--- config.mk ---
export PLATFORM = sky130hd
export DESIGN_NAME = terminal_line_editor
export DESIGN_NICKNAME = d
export VERILOG_FILES = /design/src/sv/tle_pkg.sv /design/src/sv/terminal_line_editor.sv
export SDC_FILE = /design/constraint.sdc
export NUM_CORES = 1
export LEC_CHECK = 0
export BUFFER_PORTS_ARGS = -buffer_cell sky130_fd_sc_hd__buf_4
export CELL_PAD_IN_SITES_DETAIL_PLACEMENT = 2
export CELL_PAD_IN_SITES_GLOBAL_PLACEMENT = 2
export CORE_AREA = 4 4 101 103
export DETAILED_ROUTE_END_ITERATION = 10
export DIE_AREA = 0 0 105 107
export MAX_ROUTING_LAYER = met4
export PLACE_DENSITY_LB_ADDON = 0.1
export SYNTH_ARGS = -nofsm -noshare
export SYNTH_HDL_FRONTEND = slang
export SYNTH_SLANG_ARGS = --single-unit
--- constraint.sdc ---
create_clock -name clk -period 3.57 [get_ports clk]
set_input_delay 1.071 -clock clk [delete_from_list [all_inputs] [get_ports clk]]
set_output_delay 1.071 -clock clk [all_outputs]
set_load 0.02 [all_outputs]
--- src/sv/tle_pkg.sv ---
// Package: character codes, item kinds and limits for the terminal line editor.
package tle_pkg;

  localparam int LINE_MAX_DEF = 256;
  localparam int CAP_W        = 9;
  localparam int POS_W        = 8;
  localparam int CHAR_W       = 8;
  localparam int OUT_DATA_W   = 32;

  localparam logic [CAP_W-1:0]  CAP_RESET = 9'd128;
  localparam logic [CAP_W-1:0]  CAP_ABS   = 9'd256;

  localparam logic [CHAR_W-1:0] CH_CR    = 8'h0D;
  localparam logic [CHAR_W-1:0] CH_LF    = 8'h0A;
  localparam logic [CHAR_W-1:0] CH_BELL  = 8'h07;
  localparam logic [CHAR_W-1:0] CH_TAB   = 8'h09;
  localparam logic [CHAR_W-1:0] CH_SPACE = 8'h20;
  localparam logic [CHAR_W-1:0] CH_BS    = 8'h08;
  localparam logic [CHAR_W-1:0] CH_DEL   = 8'h7F;
  localparam logic [CHAR_W-1:0] CH_TILDE = 8'h7E;

  typedef enum logic [2:0] {
    K_NONE,
    K_BS3,
    K_CRLF,
    K_LF,
    K_PRINT,
    K_BELL
  } kind_t;

endpackage

--- src/sv/terminal_line_editor.sv ---
// Top level: terminal line editor turning received characters into echo and store items.
//
//  channel | direction | handshake          | payload
//  in_     | slave     | in_tvalid/tready   | in_tdata: rx_char
//  out_    | master    | out_tvalid/tready  | out_tdata: echo and store fields, out_tlast: last
//  cfg_    | write     | cfg_wr_en          | cfg_wr_data: line_capacity
//
// An item passes an input buffer, is decoded into a plan register and then
// issues one result per cycle from that plan while out_ does not stall: 1 to 3 results,
// set by the item kind in the plan register. Ignored characters leave the buffer with no result.
// Reset clears the position, the capacity (to 128) and all valid flags; no clearing pass.
// A stall on out_ holds the plan; the input buffer takes one more item meanwhile.
module terminal_line_editor #(
  parameter int LINE_MAX = tle_pkg::LINE_MAX_DEF
) (
  input  logic                            clk,
  input  logic                            rst_n,
  input  logic                            in_tvalid,
  output logic                            in_tready,
  input  logic [tle_pkg::CHAR_W-1:0]      in_tdata,     // [7:0] rx_char
  output logic                            out_tvalid,
  input  logic                            out_tready,
  // [0] echo_valid, [8:1] echo_char, [9] store_valid, [17:10] store_char,
  // [25:18] store_position, [26] line_done, [31:27] zero
  output logic [tle_pkg::OUT_DATA_W-1:0]  out_tdata,
  output logic                            out_tlast,    // last
  input  logic                            cfg_wr_en,
  input  logic [tle_pkg::CAP_W-1:0]       cfg_wr_data   // line_capacity
);

  localparam int CAP_LIM_I = (LINE_MAX > 256) ? 256 : LINE_MAX;
  localparam logic [tle_pkg::CAP_W-1:0] CAP_LIM = tle_pkg::CAP_W'(CAP_LIM_I);

  logic [tle_pkg::CAP_W-1:0]  cap_r;
  logic [tle_pkg::POS_W-1:0]  pos_r, pos_nxt;
  logic                       ibuf_v_r;
  logic [tle_pkg::CHAR_W-1:0] ibuf_r;
  logic                       plan_v_r;
  tle_pkg::kind_t             plan_kind_r, ld_kind;
  logic [tle_pkg::CHAR_W-1:0] plan_char_r, ld_char;
  logic [tle_pkg::POS_W-1:0]  plan_pos_r;
  logic [1:0]                 idx_r;

  logic [tle_pkg::CAP_W-1:0]  eff_cap;
  logic [tle_pkg::CHAR_W-1:0] c_in;
  logic                       room;
  logic                       plan_free, load_en, out_fire;

  logic                       o_store;
  logic [tle_pkg::CHAR_W-1:0] o_echo, o_schar;
  logic [tle_pkg::POS_W-1:0]  o_spos;
  logic                       o_done, o_last;

  assign eff_cap = (cap_r > CAP_LIM) ? CAP_LIM : cap_r;
  assign room    = ({1'b0, pos_r} + 9'd2) < eff_cap;

  assign out_fire  = out_tvalid && out_tready;
  assign plan_free = !plan_v_r || (out_fire && o_last);
  assign load_en   = ibuf_v_r && plan_free;
  assign in_tready = !ibuf_v_r || plan_free;

  always_comb begin
    c_in    = (ibuf_r == tle_pkg::CH_TAB) ? tle_pkg::CH_SPACE : ibuf_r;
    ld_char = c_in;
    pos_nxt = pos_r;
    priority if (c_in == tle_pkg::CH_BS || c_in == tle_pkg::CH_DEL) begin
      if (pos_r == '0) begin
        ld_kind = tle_pkg::K_NONE;
      end else begin
        ld_kind = tle_pkg::K_BS3;
        pos_nxt = pos_r - 8'd1;
      end
    end else if (c_in == tle_pkg::CH_CR) begin
      ld_kind = tle_pkg::K_CRLF;
      pos_nxt = '0;
    end else if (c_in == tle_pkg::CH_LF) begin
      ld_kind = tle_pkg::K_LF;
      pos_nxt = '0;
    end else if (c_in >= tle_pkg::CH_SPACE && c_in <= tle_pkg::CH_TILDE) begin
      if (room) begin
        ld_kind = tle_pkg::K_PRINT;
        pos_nxt = pos_r + 8'd1;
      end else begin
        ld_kind = tle_pkg::K_BELL;
      end
    end else begin
      ld_kind = tle_pkg::K_NONE;
    end
  end

  always_ff @(posedge clk) begin
    if (!rst_n) begin
      cap_r <= tle_pkg::CAP_RESET;
    end else if (cfg_wr_en) begin
      cap_r <= cfg_wr_data;
    end
  end

  always_ff @(posedge clk) begin
    if (!rst_n) begin
      ibuf_v_r <= 1'b0;
    end else if (in_tvalid && in_tready) begin
      ibuf_v_r <= 1'b1;
      ibuf_r   <= in_tdata;
    end else if (load_en) begin
      ibuf_v_r <= 1'b0;
    end
  end

  always_ff @(posedge clk) begin
    if (!rst_n) begin
      plan_v_r <= 1'b0;
      pos_r    <= '0;
      idx_r    <= '0;
    end else if (load_en) begin
      plan_v_r    <= (ld_kind != tle_pkg::K_NONE);
      plan_kind_r <= ld_kind;
      plan_char_r <= ld_char;
      plan_pos_r  <= pos_r;
      pos_r       <= pos_nxt;
      idx_r       <= '0;
    end else if (out_fire) begin
      if (o_last) begin
        plan_v_r <= 1'b0;
      end else begin
        idx_r <= idx_r + 2'd1;
      end
    end
  end

  always_comb begin
    o_echo  = tle_pkg::CH_BELL;
    o_store = 1'b0;
    o_schar = '0;
    o_spos  = '0;
    o_done  = 1'b0;
    o_last  = 1'b1;
    unique case (plan_kind_r)
      tle_pkg::K_BS3: begin
        o_echo = (idx_r == 2'd1) ? tle_pkg::CH_SPACE : tle_pkg::CH_BS;
        o_last = (idx_r == 2'd2);
      end
      tle_pkg::K_CRLF: begin
        o_store = 1'b1;
        if (idx_r == 2'd0) begin
          o_echo  = tle_pkg::CH_CR;
          o_schar = tle_pkg::CH_CR;
          o_spos  = plan_pos_r;
          o_last  = 1'b0;
        end else begin
          o_echo  = tle_pkg::CH_LF;
          o_schar = tle_pkg::CH_LF;
          o_spos  = plan_pos_r + 8'd1;
          o_done  = 1'b1;
        end
      end
      tle_pkg::K_LF: begin
        o_echo  = tle_pkg::CH_LF;
        o_store = 1'b1;
        o_schar = tle_pkg::CH_LF;
        o_spos  = plan_pos_r;
        o_done  = 1'b1;
      end
      tle_pkg::K_PRINT: begin
        o_echo  = plan_char_r;
        o_store = 1'b1;
        o_schar = plan_char_r;
        o_spos  = plan_pos_r;
      end
      default: begin
        o_echo = tle_pkg::CH_BELL;
      end
    endcase
  end

  assign out_tvalid = plan_v_r;
  assign out_tlast  = o_last;
  assign out_tdata  = {5'd0, o_done, o_spos, o_schar, o_store, o_echo, 1'b1};

  a_store_echo: assert property (@(posedge clk) disable iff (!rst_n)
    out_tvalid && out_tdata[9] |-> out_tdata[17:10] == out_tdata[8:1])
    else $error("store char differs from echo char");

  a_done_last: assert property (@(posedge clk) disable iff (!rst_n)
    out_tvalid && out_tdata[26] |-> out_tlast && out_tdata[17:10] == tle_pkg::CH_LF)
    else $error("line done without final LF item");

  a_pos_clear: assert property (@(posedge clk) disable iff (!rst_n)
    load_en && (ld_kind == tle_pkg::K_LF || ld_kind == tle_pkg::K_CRLF) |=> pos_r == '0)
    else $error("position not cleared at end of line");

  a_ready: assert property (@(posedge clk) disable iff (!rst_n)
    !in_tready |-> ibuf_v_r && plan_v_r)
    else $error("input stalled with free buffer");

endmodule

==> results of run 1 <==
==> state kept, by name (all words and copies together), names as in the netlist <==
signal and count:
pos_r 8, ibuf_r 8, cap_r 9, ibuf_v_r 1
idx_r 2, plan_char_r 8, plan_pos_r 8, out_tvalid 1
plan_kind_r 3
==> Yosys cell counts, types with 2 or more instances <==
cell type / number
sky130_fd_sc_hd__nor4b_1: 2
sky130_fd_sc_hd__nand3b_1: 2
sky130_fd_sc_hd__inv_1: 13
sky130_fd_sc_hd__and3_1: 7
sky130_fd_sc_hd__xnor2_1: 3
sky130_fd_sc_hd__mux2i_1: 11
sky130_fd_sc_hd__o211ai_1: 4
sky130_fd_sc_hd__conb_1: 2
sky130_fd_sc_hd__nand3_1: 13
sky130_fd_sc_hd__nor3b_1: 2
sky130_fd_sc_hd__a32oi_1: 4
sky130_fd_sc_hd__o32ai_1: 3
sky130_fd_sc_hd__nor3_1: 13
sky130_fd_sc_hd__a31oi_1: 2
sky130_fd_sc_hd__buf_4: 11
sky130_fd_sc_hd__a21oi_1: 20
sky130_fd_sc_hd__xor2_1: 3
sky130_fd_sc_hd__dfxtp_1: 21
sky130_fd_sc_hd__nand2b_1: 4
sky130_fd_sc_hd__edfxtp_1: 27
sky130_fd_sc_hd__clkbuf_1: 15
sky130_fd_sc_hd__ha_1: 18
sky130_fd_sc_hd__or3_1: 3
sky130_fd_sc_hd__a211oi_1: 4
sky130_fd_sc_hd__o21ai_0: 12
sky130_fd_sc_hd__nand2_1: 38
sky130_fd_sc_hd__o22ai_1: 3
sky130_fd_sc_hd__nor4_1: 5
sky130_fd_sc_hd__nor2_1: 26
sky130_fd_sc_hd__nand4_1: 2
sky130_fd_sc_hd__o311ai_0: 3
sky130_fd_sc_hd__buf_6: 2
sky130_fd_sc_hd__and2_1: 5
sky130_fd_sc_hd__or2_2: 2
sky130_fd_sc_hd__clkinv_1: 2
sky130_fd_sc_hd__nor2b_1: 2
==> worst paths after layout <==
kind / to / depth (start not counted)
worst max-delay path: in_tready / 9
worst max register to register: pos_r[2]$_SDFFE_PN0P_ / 12
worst min-delay path: cap_r[7]$_SDFFE_PN1P_ / 2
worst min register to register: cap_r[7]$_SDFFE_PN1P_ / 2
==> logic make-up (layout without fill, tap and decap cells) <==
group | Yosys count | in the layout | share of synthesized area [%]
muxes | 11 | 11 | 3.57
DFF | 48 | 48 | 39.9
and+or+nand+nor | 136 | 136 | 23.2
buffers and inverters | 45 | 86 | 7.34
AOI/OAI and AO/OA | 73 | 73 | 16.7
other | 2 | 6 | 0.243
adders and majority gates | 18 | 18 | 7.30
xor gates and xnor gates | 6 | 6 | 1.70
==> layout make-up <==
class	instances	area [um^2]
Sequential cell	48	1230
Clock inverter	3	42.5
Tap cell	111	139
Fill cell	1044	5530
Multi-Input combinational cell	250	1660
Inverter	15	56.3
Timing Repair Buffer	63	473
Clock buffer	5	68.8
==> through the flow <==
| step | total power [mW] | instances | area (um^2) | utilization [%] | hold slack (ns) |
|---|---|---|---|---|---|
| floorplan | 0.741 | 343 | 3100 | - | 0.431 |
| finish | 1.20 | 495 | 3670 | 39.9 | 0.497 |
| global route | 1.26 | 495 | 3670 | 39.9 | 0.544 |
| detailed placement | 0.807 | 487 | 3550 | 38.6 | 0.483 |
| global placement | 0.800 | 487 | 3550 | 38.6 | 0.461 |
| CTS | 1.21 | 495 | 3660 | 39.8 | 0.507 |
==> routing by layer <==
metal,global-route usage [%],routed length (um)
met3,2.89,359
met4,4.22,88
met1,22.6,4340
met2,31.4,4900
met5,-,0
==> critical path: cells and delay by family (launching register included) <==
kind / cells / cell delay [ns]
AO/OA/AOI/OAI: 2 / 0.39
adder cells (fa/ha/maj): 1 / 0.20
buffers and inverters: 4 / 0.50
flip-flops: 1 / 0.34
AND/OR/NAND/NOR: 2 / 0.53
==> power by group <==
part | internal (mW) | switching (mW) | total (mW) | leakage (nW)
Clock | 0.208 | 0.192 | 0.400 | 0.0558
Combinational | 0.0715 | 0.0994 | 0.171 | 1.01
Sequential | 0.603 | 0.0217 | 0.624 | 0.424
Total | 0.882 | 0.313 | 1.20 | 1.49
==> timing repair <==
action | 4_1_cts | 5_1_grt
resized for setup | 0 | 3
endpoints found under the setup margin | 0 | 4
buffers inserted | 0 | 0
==> impl_results.rst, run 1 <==
.. list-table::
   :header-rows: 1

   * - Metric
     - Value
   * - Outcome
     - finished, final reports clean
   * - Growth of design area from synthesis to finish
     - 19.0%
   * - Total via count in the routed design
     - 2736
   * - Top-area cell type share of the netlist area
     - 26.3%
   * - Top-Level Pins
     - 57
   * - Total wire length after detailed routing
     - 9690 um
   * - Worst endpoint data arrival time
     - 2.26 ns
   * - Post-Route Skew
     - 0.00960 ns
   * - TritonCTS clock tree
     - built
   * - Startpoint Class
     - register
   * - Crit path max fanout
     - 5
   * - YS warnings
     - 0
   * - Avg Synthesized Cell Area
     - 9.10 um^2
   * - Register bit count reported by yosys
     - 48
   * - Transition time of the tightest slew-check pin
     - 0.660 ns
   * - Hold bufs inserted after CTS
     - 0
   * - Worst setup timing slack at the placement stage
     - 0.315 ns
   * - CTS buffer count
     - 5
   * - Most common library cell in the layout ignoring fill and taps
     - sky130_fd_sc_hd__buf_4
   * - Tightest Hold Check Type
     - reg -> reg
   * - CP Data Required Time
     - 2.50 ns
   * - Clock transition at the register clock pins on the worst setup and hold paths after CTS
     - 0.10 ns
   * - Startpoint of the most critical setup path
     - idx_r[0]$_SDFFE_PP0P_
   * - Largest net degree at the start of global routing
     - 21
   * - Sum of net half-perimeters after detailed placement
     - 7440 um
   * - Antenna violation net count after detailed routing
     - 0
   * - Setup repair after global routing missed its margin
     - false
   * - Critical Path Sink Type
     - output port
   * - Effective utilization at floorplan
     - 33.5%
   * - Synthesized instance count
     - 339
   * - Leakage Power
     - 1.49 nW
   * - Yosys top cell by area
     - sky130_fd_sc_hd__edfxtp_1
   * - Post-synth design cell area
     - 3080 um^2
   * - Type of the setup path with the least slack
     - reg -> out
   * - # nets final
     - 423
   * - Post-synth EDFFs
     - 27
   * - Post-route DRC violation count
     - 0
   * - Minimum clock period after layout
     - 3.33 ns
   * - Number of detailed-route iterations in the first pass
     - 4
   * - Sequential cell area fraction in the yosys report
     - 39.9%
   * - Share of the clock period used by the worst path after layout
     - 93.3%
   * - Maximum buffer depth of the clock tree
     - 2
   * - Number of hold violations in the final report
     - 0
   * - Y dimension of the die
     - 107 um
   * - Number of levels the H-tree was split into
     - 2
   * - Reg2reg start
     - pos_r[1]$_SDFFE_PN0P_
   * - Setup TNS
     - 0 ns
   * - Crit-path max cell delay
     - 0.46 ns
   * - Num rows
     - 35
   * - Global route overflow
     - 0
   * - Num Clock Sinks
     - 48
   * - Detail-routed via count per cell
     - 5.53
   * - Register-to-register setup slack
     - 0.30 ns
   * - ANT cells
     - 0
   * - Count of unique library cells instantiated by Yosys
     - 66
   * - Die area
     - 11200 um^2
   * - Pwr Density
     - 326 nW/um^2
   * - Fraction of synthesis flops using an asynchronous set or reset pin
     - 0%
   * - Count of max-cap constraint violations
     - 0
   * - Initial DRC Count
     - 72
   * - Library cell contributing the largest single delay on the critical path
     - sky130_fd_sc_hd__or3b_2
   * - Pins Over Slew Limit
     - 0
   * - X dimension of the die
     - 105 um
   * - Worst path cell trace
     - inv_1 > ha_1 > or3b_2 > a21oi_2 > inv_1 > a21boi_0 > buf_4 > nand2_1 > buf_4
   * - Worst ir drop on vdd
     - 0.000112 V
   * - Prevailing post-synth register cell
     - sky130_fd_sc_hd__edfxtp_1
   * - Setup violations, final
     - 0
   * - Initial antenna violation count
     - 0
   * - Worst path setup slack after routing
     - 0.240 ns
   * - Total of buffers placed on input and output ports
     - 50
   * - Proportion of layout cells with a drive suffix above 1
     - 22.1%
   * - Via count of the first global-routing pass
     - 3000
   * - Core Region
     - 9200 um^2
   * - Hold path startpoint
     - cap_r[7]$_SDFFE_PN1P_
   * - Average wire per standard cell
     - 19.6 um
   * - First-pass GRT wire length
     - 16000 um
   * - Cell chosen for the clock root
     - sky130_fd_sc_hd__clkbuf_8
   * - Final weighted congestion in routability-driven placement
     - 0.808
   * - Area contributors post-synth
     - sky130_fd_sc_hd__edfxtp_1, sky130_fd_sc_hd__dfxtp_1, sky130_fd_sc_hd__ha_1
   * - Highest attainable clock frequency
     - 300 MHz
   * - Leading cell types in the layout, fill and taps excluded
     - sky130_fd_sc_hd__buf_4, sky130_fd_sc_hd__nand2_1, sky130_fd_sc_hd__edfxtp_1
   * - Aggregate global-route resource usage
     - 18.2%
   * - Worst relative slew slack
     - 55.6%
   * - Clock latency on the worst-skew pair
     - 0.30 ns
(Power assumes the default switching activity.)
==> run 2: changes to the inputs <==
--- a/config.mk
+++ b/config.mk
@@ -5,12 +5,13 @@
 export SDC_FILE = /design/constraint.sdc
 export NUM_CORES = 1
 export LEC_CHECK = 0
+export ABC_AREA = 1
 export BUFFER_PORTS_ARGS = -buffer_cell sky130_fd_sc_hd__buf_4
 export CELL_PAD_IN_SITES_DETAIL_PLACEMENT = 2
 export CELL_PAD_IN_SITES_GLOBAL_PLACEMENT = 2
-export CORE_AREA = 4 4 101 103
+export CORE_AREA = 4 4 137 86
 export DETAILED_ROUTE_END_ITERATION = 10
-export DIE_AREA = 0 0 105 107
+export DIE_AREA = 0 0 141 90
 export MAX_ROUTING_LAYER = met4
 export PLACE_DENSITY_LB_ADDON = 0.1
 export SYNTH_ARGS = -nofsm -noshare
==> run 2 against run 1 <==
  * Non-clock buffer count down 10
  * Clock-buffer cell count unchanged
  * Final area up 7.8%
  * Largest cell class unchanged
  * Maximum frequency up 2.8%
  * Wire length up 5.5%
  * Largest power group unchanged
  * Combinational power up 43%
  * Synthesized cell count up 35%
  * Synthesized area up 7.6%
  * Core utilization down 2.0 points
==> impl_results.rst, run 2 <==
.. list-table::
   :header-rows: 1

   * - Metric
     - Value
   * - Outcome
     - finished, final reports clean
   * - Sum of net half-perimeters after detailed placement
     - 8230 um
   * - M3 GR Usage
     - 2.86%
   * - Register bank with the most flops
     - cap_r
   * - Critical Path Sink Type
     - output port
   * - Detail-routed via count per cell
     - 4.75
   * - Via count of the first global-routing pass
     - 3259
   * - Growth of design area from synthesis to finish
     - 19.3%
   * - Pwr Density
     - 380 nW/um^2
   * - Type of the setup path with the least slack
     - reg -> out
   * - Top-Level Pins
     - 57
   * - Setup violations, final
     - 0
   * - Global Route met1 Usage
     - 23.7%
   * - Leading cell types in the layout, fill and taps excluded
     - sky130_fd_sc_hd__nand2_1, sky130_fd_sc_hd__nor2_1, sky130_fd_sc_hd__inv_1
   * - Hold bufs inserted after CTS
     - 0
   * - Sequential cell area fraction in the yosys report
     - 37.1%
   * - Area taken by flip-flops and latches
     - 1230 um^2
   * - X dimension of the die
     - 141 um
   * - Startpoint Class
     - register
   * - Worst endpoint data arrival time
     - 2.17 ns
   * - Yosys top cell by area
     - sky130_fd_sc_hd__edfxtp_1
   * - Post-Route Skew
     - 0.0117 ns
   * - Post_cts resized
     - 0
   * - M2 GR Usage
     - 26.2%
   * - Most common library cell in the layout ignoring fill and taps
     - sky130_fd_sc_hd__nand2_1
   * - Setup TNS
     - 0 ns
   * - Tightest Hold Check Type
     - reg -> reg
   * - Post-synth design cell area
     - 3320 um^2
   * - Number of standard cells in the layout, taps in and fillers out
     - 638
   * - Total non-filler cell area in the finished layout
     - 3960 um^2
   * - YS warnings
     - 0
   * - First-pass GRT wire length
     - 16800 um
   * - Die area
     - 12700 um^2
   * - Initial antenna violation count
     - 0
   * - Area contributors post-synth
     - sky130_fd_sc_hd__edfxtp_1, sky130_fd_sc_hd__dfxtp_1, sky130_fd_sc_hd__nand2_1
   * - CP Data Required Time
     - 2.50 ns
   * - Y dimension of the die
     - 90 um
   * - Total of buffers placed on input and output ports
     - 50
   * - Initial DRC Count
     - 86
   * - Setup repair after global routing missed its margin
     - false
   * - Crit path max fanout
     - 4
   * - Count of unique library cells instantiated by Yosys
     - 36
   * - Count of max-cap constraint violations
     - 0
   * - Leading cell type by number of instances after synthesis
     - sky130_fd_sc_hd__nand2_1
   * - Placed cell areas
     - 3760 um^2
   * - Multi-input gate area
     - 1690 um^2
   * - Share of the core filled with cells in the final layout
     - 37.9%
   * - Number of hold violations in the final report
     - 0
   * - TritonCTS clock tree
     - built
   * - Minimum clock period after layout
     - 3.24 ns
   * - Total via count in the routed design
     - 3032
   * - Num rows
     - 29
   * - Count of filler cells inserted in the layout
     - 1240
   * - Worst ir drop on vdd
     - 0.000179 V
   * - Top-area cell type share of the netlist area
     - 24.4%
   * - Core Region
     - 10500 um^2
   * - Proportion of layout cells with a drive suffix above 1
     - 17.2%
   * - Num Clock Sinks
     - 48
   * - # nets final
     - 538
   * - Synthesized instance count
     - 458
   * - Final Hold Slack
     - 0.497 ns
   * - Highest attainable clock frequency
     - 309 MHz
   * - Register bit count reported by yosys
     - 48
   * - Synth top cells by count
     - sky130_fd_sc_hd__nand2_1, sky130_fd_sc_hd__nor2_1, sky130_fd_sc_hd__inv_1
   * - Antenna violation net count after detailed routing
     - 0
   * - Clock transition at the register clock pins on the worst setup and hold paths after CTS
     - 0.07 ns
   * - Number of detailed-route iterations in the first pass
     - 6
   * - Leakage Power
     - 1.96 nW
   * - Pins Over Slew Limit
     - 0
   * - Average wire per standard cell
     - 16.0 um
   * - Share of the clock period used by the worst path after layout
     - 90.7%
   * - Clock latency on the worst-skew pair
     - 0.29 ns
   * - Final weighted congestion in routability-driven placement
     - 0.797
   * - Post-synth EDFFs
     - 27
   * - Maximum buffer depth of the clock tree
     - 2
   * - Most Used Layer, Global Route
     - met2
   * - Avg Synthesized Cell Area
     - 7.24 um^2
   * - ANT cells
     - 0
   * - Global route overflow
     - 0
   * - Max reg flops
     - 9
   * - Post-CTS setup repair buffer count
     - 0
   * - Largest net degree at the start of global routing
     - 22
   * - Effective utilization at floorplan
     - 31.8%
   * - Fraction of synthesis flops using an asynchronous set or reset pin
     - 0%
   * - Total wire length after detailed routing
     - 10200 um
   * - Post-route DRC violation count
     - 0
   * - Prevailing post-synth register cell
     - sky130_fd_sc_hd__edfxtp_1
   * - Number of placed instances with taps included
     - 630
   * - Aggregate global-route resource usage
     - 16.8%
   * - CTS buffer count
     - 5
   * - Number of levels the H-tree was split into
     - 2
   * - Cell chosen for the clock root
     - sky130_fd_sc_hd__clkbuf_16
-- run 2: routing by layer --
layer / part of all wire, % / routed length [um] / vias up
li1: - / - / 1512
met1: 54 / 5560 / 1472
met2: 43 / 4360 / 46
met3: 2.7 / 274 / 2
met4: 0.30 / 31 / 0
met5: 0 / 0 / -
-- run 2: cells by family (layout without fill, tap and decap cells) --
logic type / Yosys count / after routing / synth area share, %
AOI/OAI and AO/OA: 39 / 39 / 6.41
adders and majority gates: 18 / 18 / 6.79
DFF: 48 / 48 / 37.1
other: 2 / 6 / 0.226
buffers and inverters: 94 / 131 / 12.3
xor gates and xnor gates: 13 / 13 / 3.43
and+or+nand+nor: 244 / 244 / 33.7
-- run 2: area by class of cell --
| type | instances | area share, % |
|---|---|---|
| clock buffer | 5 | 3.16 |
| clock inverter | 3 | 1.74 |
| inverter | 70 | 6.76 |
| multi-input combinational | 320 | 42.8 |
| sequential | 48 | 31.1 |
| tap | 139 | 4.39 |
| timing repair buffer | 53 | 10.1 |
-- run 2: stage by stage --
step | power, mW | setup slack [ns]
after global placement | 0.888 | 0.679
after detailed placement | 0.898 | 0.601
after CTS | 1.53 | 0.269
after floorplan | 0.814 | 0.718
final | 1.51 | 0.331
after global routing | 1.59 | 0.0311
-- run 2: worst max-delay path, cell delays in order, from the launching register on --
cell,delay (ns)
sky130_fd_sc_hd__dfxtp_1,0.38
sky130_fd_sc_hd__inv_1,0.09
sky130_fd_sc_hd__ha_1,0.26
sky130_fd_sc_hd__inv_1,0.13
sky130_fd_sc_hd__nand4_1,0.12
sky130_fd_sc_hd__nor2_1,0.23
sky130_fd_sc_hd__nand4_1,0.16
sky130_fd_sc_hd__a21oi_1,0.15
sky130_fd_sc_hd__o21ai_0,0.09
sky130_fd_sc_hd__o21ai_0,0.10
sky130_fd_sc_hd__buf_4,0.18
-- run 2: power by group --
| group | switching [mW] | total (mW) | internal [mW] |
|---|---|---|---|
| clock network | 0.217 | 0.621 | 0.404 |
| registers | 0.0289 | 0.639 | 0.610 |
| logic | 0.154 | 0.245 | 0.0914 |
| total | 0.400 | 1.51 | 1.11 |
-- run 2: worst paths after layout --
path,to,cells after the start,startpoint,slack (ns)
setup / recovery,out_tdata[25],10,idx_r[0]$_SDFFE_PP0P_,0.33
setup reg to reg,pos_r[2]$_SDFFE_PN0P_,13,pos_r[5]$_SDFFE_PN0P_,0.91
hold reg to reg,cap_r[0]$_SDFFE_PN0P_,2,cap_r[0]$_SDFFE_PN0P_,0.50
hold / removal,cap_r[0]$_SDFFE_PN0P_,2,cap_r[0]$_SDFFE_PN0P_,0.50
==> run 3: changes to the inputs <==
==> config.mk (replaced) <==
export PLATFORM = sky130hd
export DESIGN_NAME = terminal_line_editor
export DESIGN_NICKNAME = d
export VERILOG_FILES = /design/src/sv/tle_pkg.sv /design/src/sv/terminal_line_editor.sv
export SDC_FILE = /design/constraint.sdc
export NUM_CORES = 1
export LEC_CHECK = 0
export ABC_AREA = 1
export BUFFER_PORTS_ARGS = -buffer_cell sky130_fd_sc_hd__buf_4
export CORE_AREA = 4 4 111 71
export DETAILED_ROUTE_END_ITERATION = 10
export DIE_AREA = 0 0 115 75
export MAX_ROUTING_LAYER = met4
export PLACE_DENSITY = 0.7
export SYNTH_ARGS = -nofsm -noshare
export SYNTH_HDL_FRONTEND = slang
export SYNTH_SLANG_ARGS = --single-unit
==> run 3 against run 2 <==
  * Wire length down 26%
  * Largest power group unchanged
  * Clock skew is 0.0091 ns lower
  * First-iteration DRC count rose to 3.2 times the previous value
  * Global-route usage rose by 1.6 points
  * Clock power down 28%
  * Worst hold slack got worse by 0.011 ns
  * Core utilization grew 17 points
==> impl_results.rst, run 3 (synthesized netlist as in run 2, its figures left out) <==
.. list-table::
   :header-rows: 1

   * - Metric
     - Value
   * - Outcome
     - finished, final reports clean
   * - Maximum buffer depth of the clock tree
     - 2
   * - Post-route DRC violation count
     - 0
   * - Core Region
     - 6970 um^2
   * - Cell chosen for the clock root
     - sky130_fd_sc_hd__clkbuf_16
   * - Register-to-register setup slack
     - 0.94 ns
   * - Num Clock Sinks
     - 48
   * - Share of the clock period used by the worst path after layout
     - 87.9%
   * - Global route overflow
     - 0
   * - Count of filler cells inserted in the layout
     - 675
   * - Die area
     - 8630 um^2
   * - Detail-routed via count per cell
     - 5.02
   * - Pins Over Slew Limit
     - 0
   * - Int Power
     - 0.958 mW
   * - Met2 WL
     - 2870 um
   * - Aggregate global-route resource usage
     - 18.5%
   * - Total wire length after detailed routing
     - 7600 um
   * - Worst ir drop on vdd
     - 0.000205 V
   * - Highest attainable clock frequency
     - 319 MHz
   * - Setup violations, final
     - 0
   * - TritonCTS clock tree
     - built
   * - Portion of total power attributed to the clock network
     - 33.7%
   * - Count of max-cap constraint violations
     - 0
   * - Met3 wire len
     - 545 um
   * - Worst path setup slack after routing
     - 0.433 ns
   * - Average wire per standard cell
     - 12.9 um
   * - Growth of design area from synthesis to finish
     - 15.5%
   * - Leakage Power
     - 1.92 nW
   * - Net Sw Frac
     - 27.3%
   * - Setup repair after global routing missed its margin
     - false
   * - Leading cell types in the layout, fill and taps excluded
     - sky130_fd_sc_hd__nand2_1, sky130_fd_sc_hd__nor2_1, sky130_fd_sc_hd__inv_1
   * - Max reg flops
     - 9
   * - Worst setup timing slack at the placement stage
     - 0.764 ns
   * - Clock latency on the worst-skew pair
     - 0.28 ns
   * - Total of buffers placed on input and output ports
     - 50
   * - Post_cts resized
     - 0
   * - Startpoint Class
     - register
   * - Sequential fraction of design power
     - 48.5%
   * - Antenna violation net count after detailed routing
     - 0
   * - Final weighted congestion in routability-driven placement
     - 0.953
   * - CTS buffer count
     - 5
   * - Total via count in the routed design
     - 2956
   * - Type of the setup path with the least slack
     - reg -> out
   * - Num rows
     - 24
   * - Hold bufs inserted after CTS
     - 0
   * - Worst endpoint data arrival time
     - 2.07 ns
   * - Register bank with the most flops
     - cap_r
   * - Post-CTS setup repair buffer count
     - 0
   * - Initial DRC Count
     - 275
   * - DRT met1 WL
     - 4080 um
   * - Crit path max fanout
     - 4
   * - Effective utilization at floorplan
     - 47.6%
   * - Tightest Hold Check Type
     - reg -> reg
   * - Post-Route Skew
     - 0.00259 ns
   * - X dimension of the die
     - 115 um
   * - Setup TNS
     - 0 ns
   * - Highest routed layer
     - met4
   * - First-pass GRT wire length
     - 12300 um
   * - Minimum clock period after layout
     - 3.14 ns
   * - Largest net degree at the start of global routing
     - 22
   * - Number of levels the H-tree was split into
     - 2
   * - Via count of the first global-routing pass
     - 2622
   * - Proportion of layout cells with a drive suffix above 1
     - 16.5%
   * - Combinational fraction of design power
     - 17.8%
   * - Most common library cell in the layout ignoring fill and taps
     - sky130_fd_sc_hd__nand2_1
   * - Number of detailed-route iterations in the first pass
     - 7
   * - Top-Level Pins
     - 57
   * - CP Data Required Time
     - 2.50 ns
   * - Clock transition at the register clock pins on the worst setup and hold paths after CTS
     - 0.06 ns
   * - Net Switching
     - 0.360 mW
   * - # nets final
     - 537
   * - ANT cells
     - 0
   * - Critical Path Sink Type
     - output port
   * - Y dimension of the die
     - 75 um
   * - Sum of net half-perimeters after detailed placement
     - 6050 um
   * - Pwr Density
     - 344 nW/um^2
   * - Number of hold violations in the final report
     - 0
   * - Initial antenna violation count
     - 0
-- run 3: cell count changes in the layout (fill, tap and decap cells not counted), sizes merged --
cell / delta
clkinv: +1
inv: -1
clkbuf: +2
bufinv: -2
buf: -1
-- run 3: layout make-up --
cell class / instances / area, um^2 / share of cell area (%)
multi-input cells: 320 / 1690 / 44.2
well taps: 91 / 114 / 2.97
flip-flops and latches: 48 / 1230 / 32.1
inverters: 70 / 268 / 6.98
repair buffers: 52 / 390 / 10.2
clock buffers: 7 / 133 / 3.46
clock inverters: 1 / 3.75 / 0.0979
-- run 3: layer usage --
layer | up-vias | global-route usage [%]
li1 | 1518 | -
met2 | 104 | 25.4
met1 | 1324 | 28.0
met5 | - | -
met3 | 10 | 2.73
met4 | 0 | 4.95
-- run 3: critical path, cell delays in order (launching register included) --
cell,delay [ns]
sky130_fd_sc_hd__dfxtp_1,0.37
sky130_fd_sc_hd__inv_1,0.08
sky130_fd_sc_hd__ha_1,0.27
sky130_fd_sc_hd__inv_1,0.14
sky130_fd_sc_hd__nand4_1,0.12
sky130_fd_sc_hd__nor2_1,0.20
sky130_fd_sc_hd__nand4_1,0.13
sky130_fd_sc_hd__a21oi_1,0.15
sky130_fd_sc_hd__o21ai_0,0.09
sky130_fd_sc_hd__o21ai_0,0.07
sky130_fd_sc_hd__buf_4,0.16
-- run 3: path summary, 6_finish.rpt --
path / from / endpoint / depth (start not counted)
hold reg to reg: idx_r[1]$_SDFFE_PP0P_ / idx_r[1]$_SDFFE_PP0P_ / 2
setup / recovery: idx_r[0]$_SDFFE_PP0P_ / out_tdata[25] / 10
setup reg to reg: pos_r[2]$_SDFFE_PN0P_ / pos_r[0]$_SDFFE_PN0P_ / 14
hold / removal: idx_r[1]$_SDFFE_PP0P_ / idx_r[1]$_SDFFE_PP0P_ / 2
-- run 3: per-stage QoR --
step	utilization [%]	hold WS (ns)	power, mW	std cells	instance area [um^2]
2_1_floorplan	-	0.403	0.814	462	3330
3_3_place_gp	53.1	0.472	0.876	581	3700
3_5_place_dp	53.1	0.479	0.882	581	3700
4_1_cts	55.0	0.490	1.33	589	3830
5_1_grt	55.0	0.506	1.39	589	3830
6_report	55.0	0.486	1.32	589	3830
-- run 3: power groups by stage --
| stage | combinational, mW | sequential (mW) | clock (mW) |
|---|---|---|---|
| after floorplan | 0.177 | 0.637 | 0 |
| after global placement | 0.227 | 0.649 | 0 |
| after detailed placement | 0.231 | 0.650 | 0 |
| after CTS | 0.233 | 0.638 | 0.455 |
| after global routing | 0.263 | 0.642 | 0.483 |
| final | 0.234 | 0.639 | 0.445 |
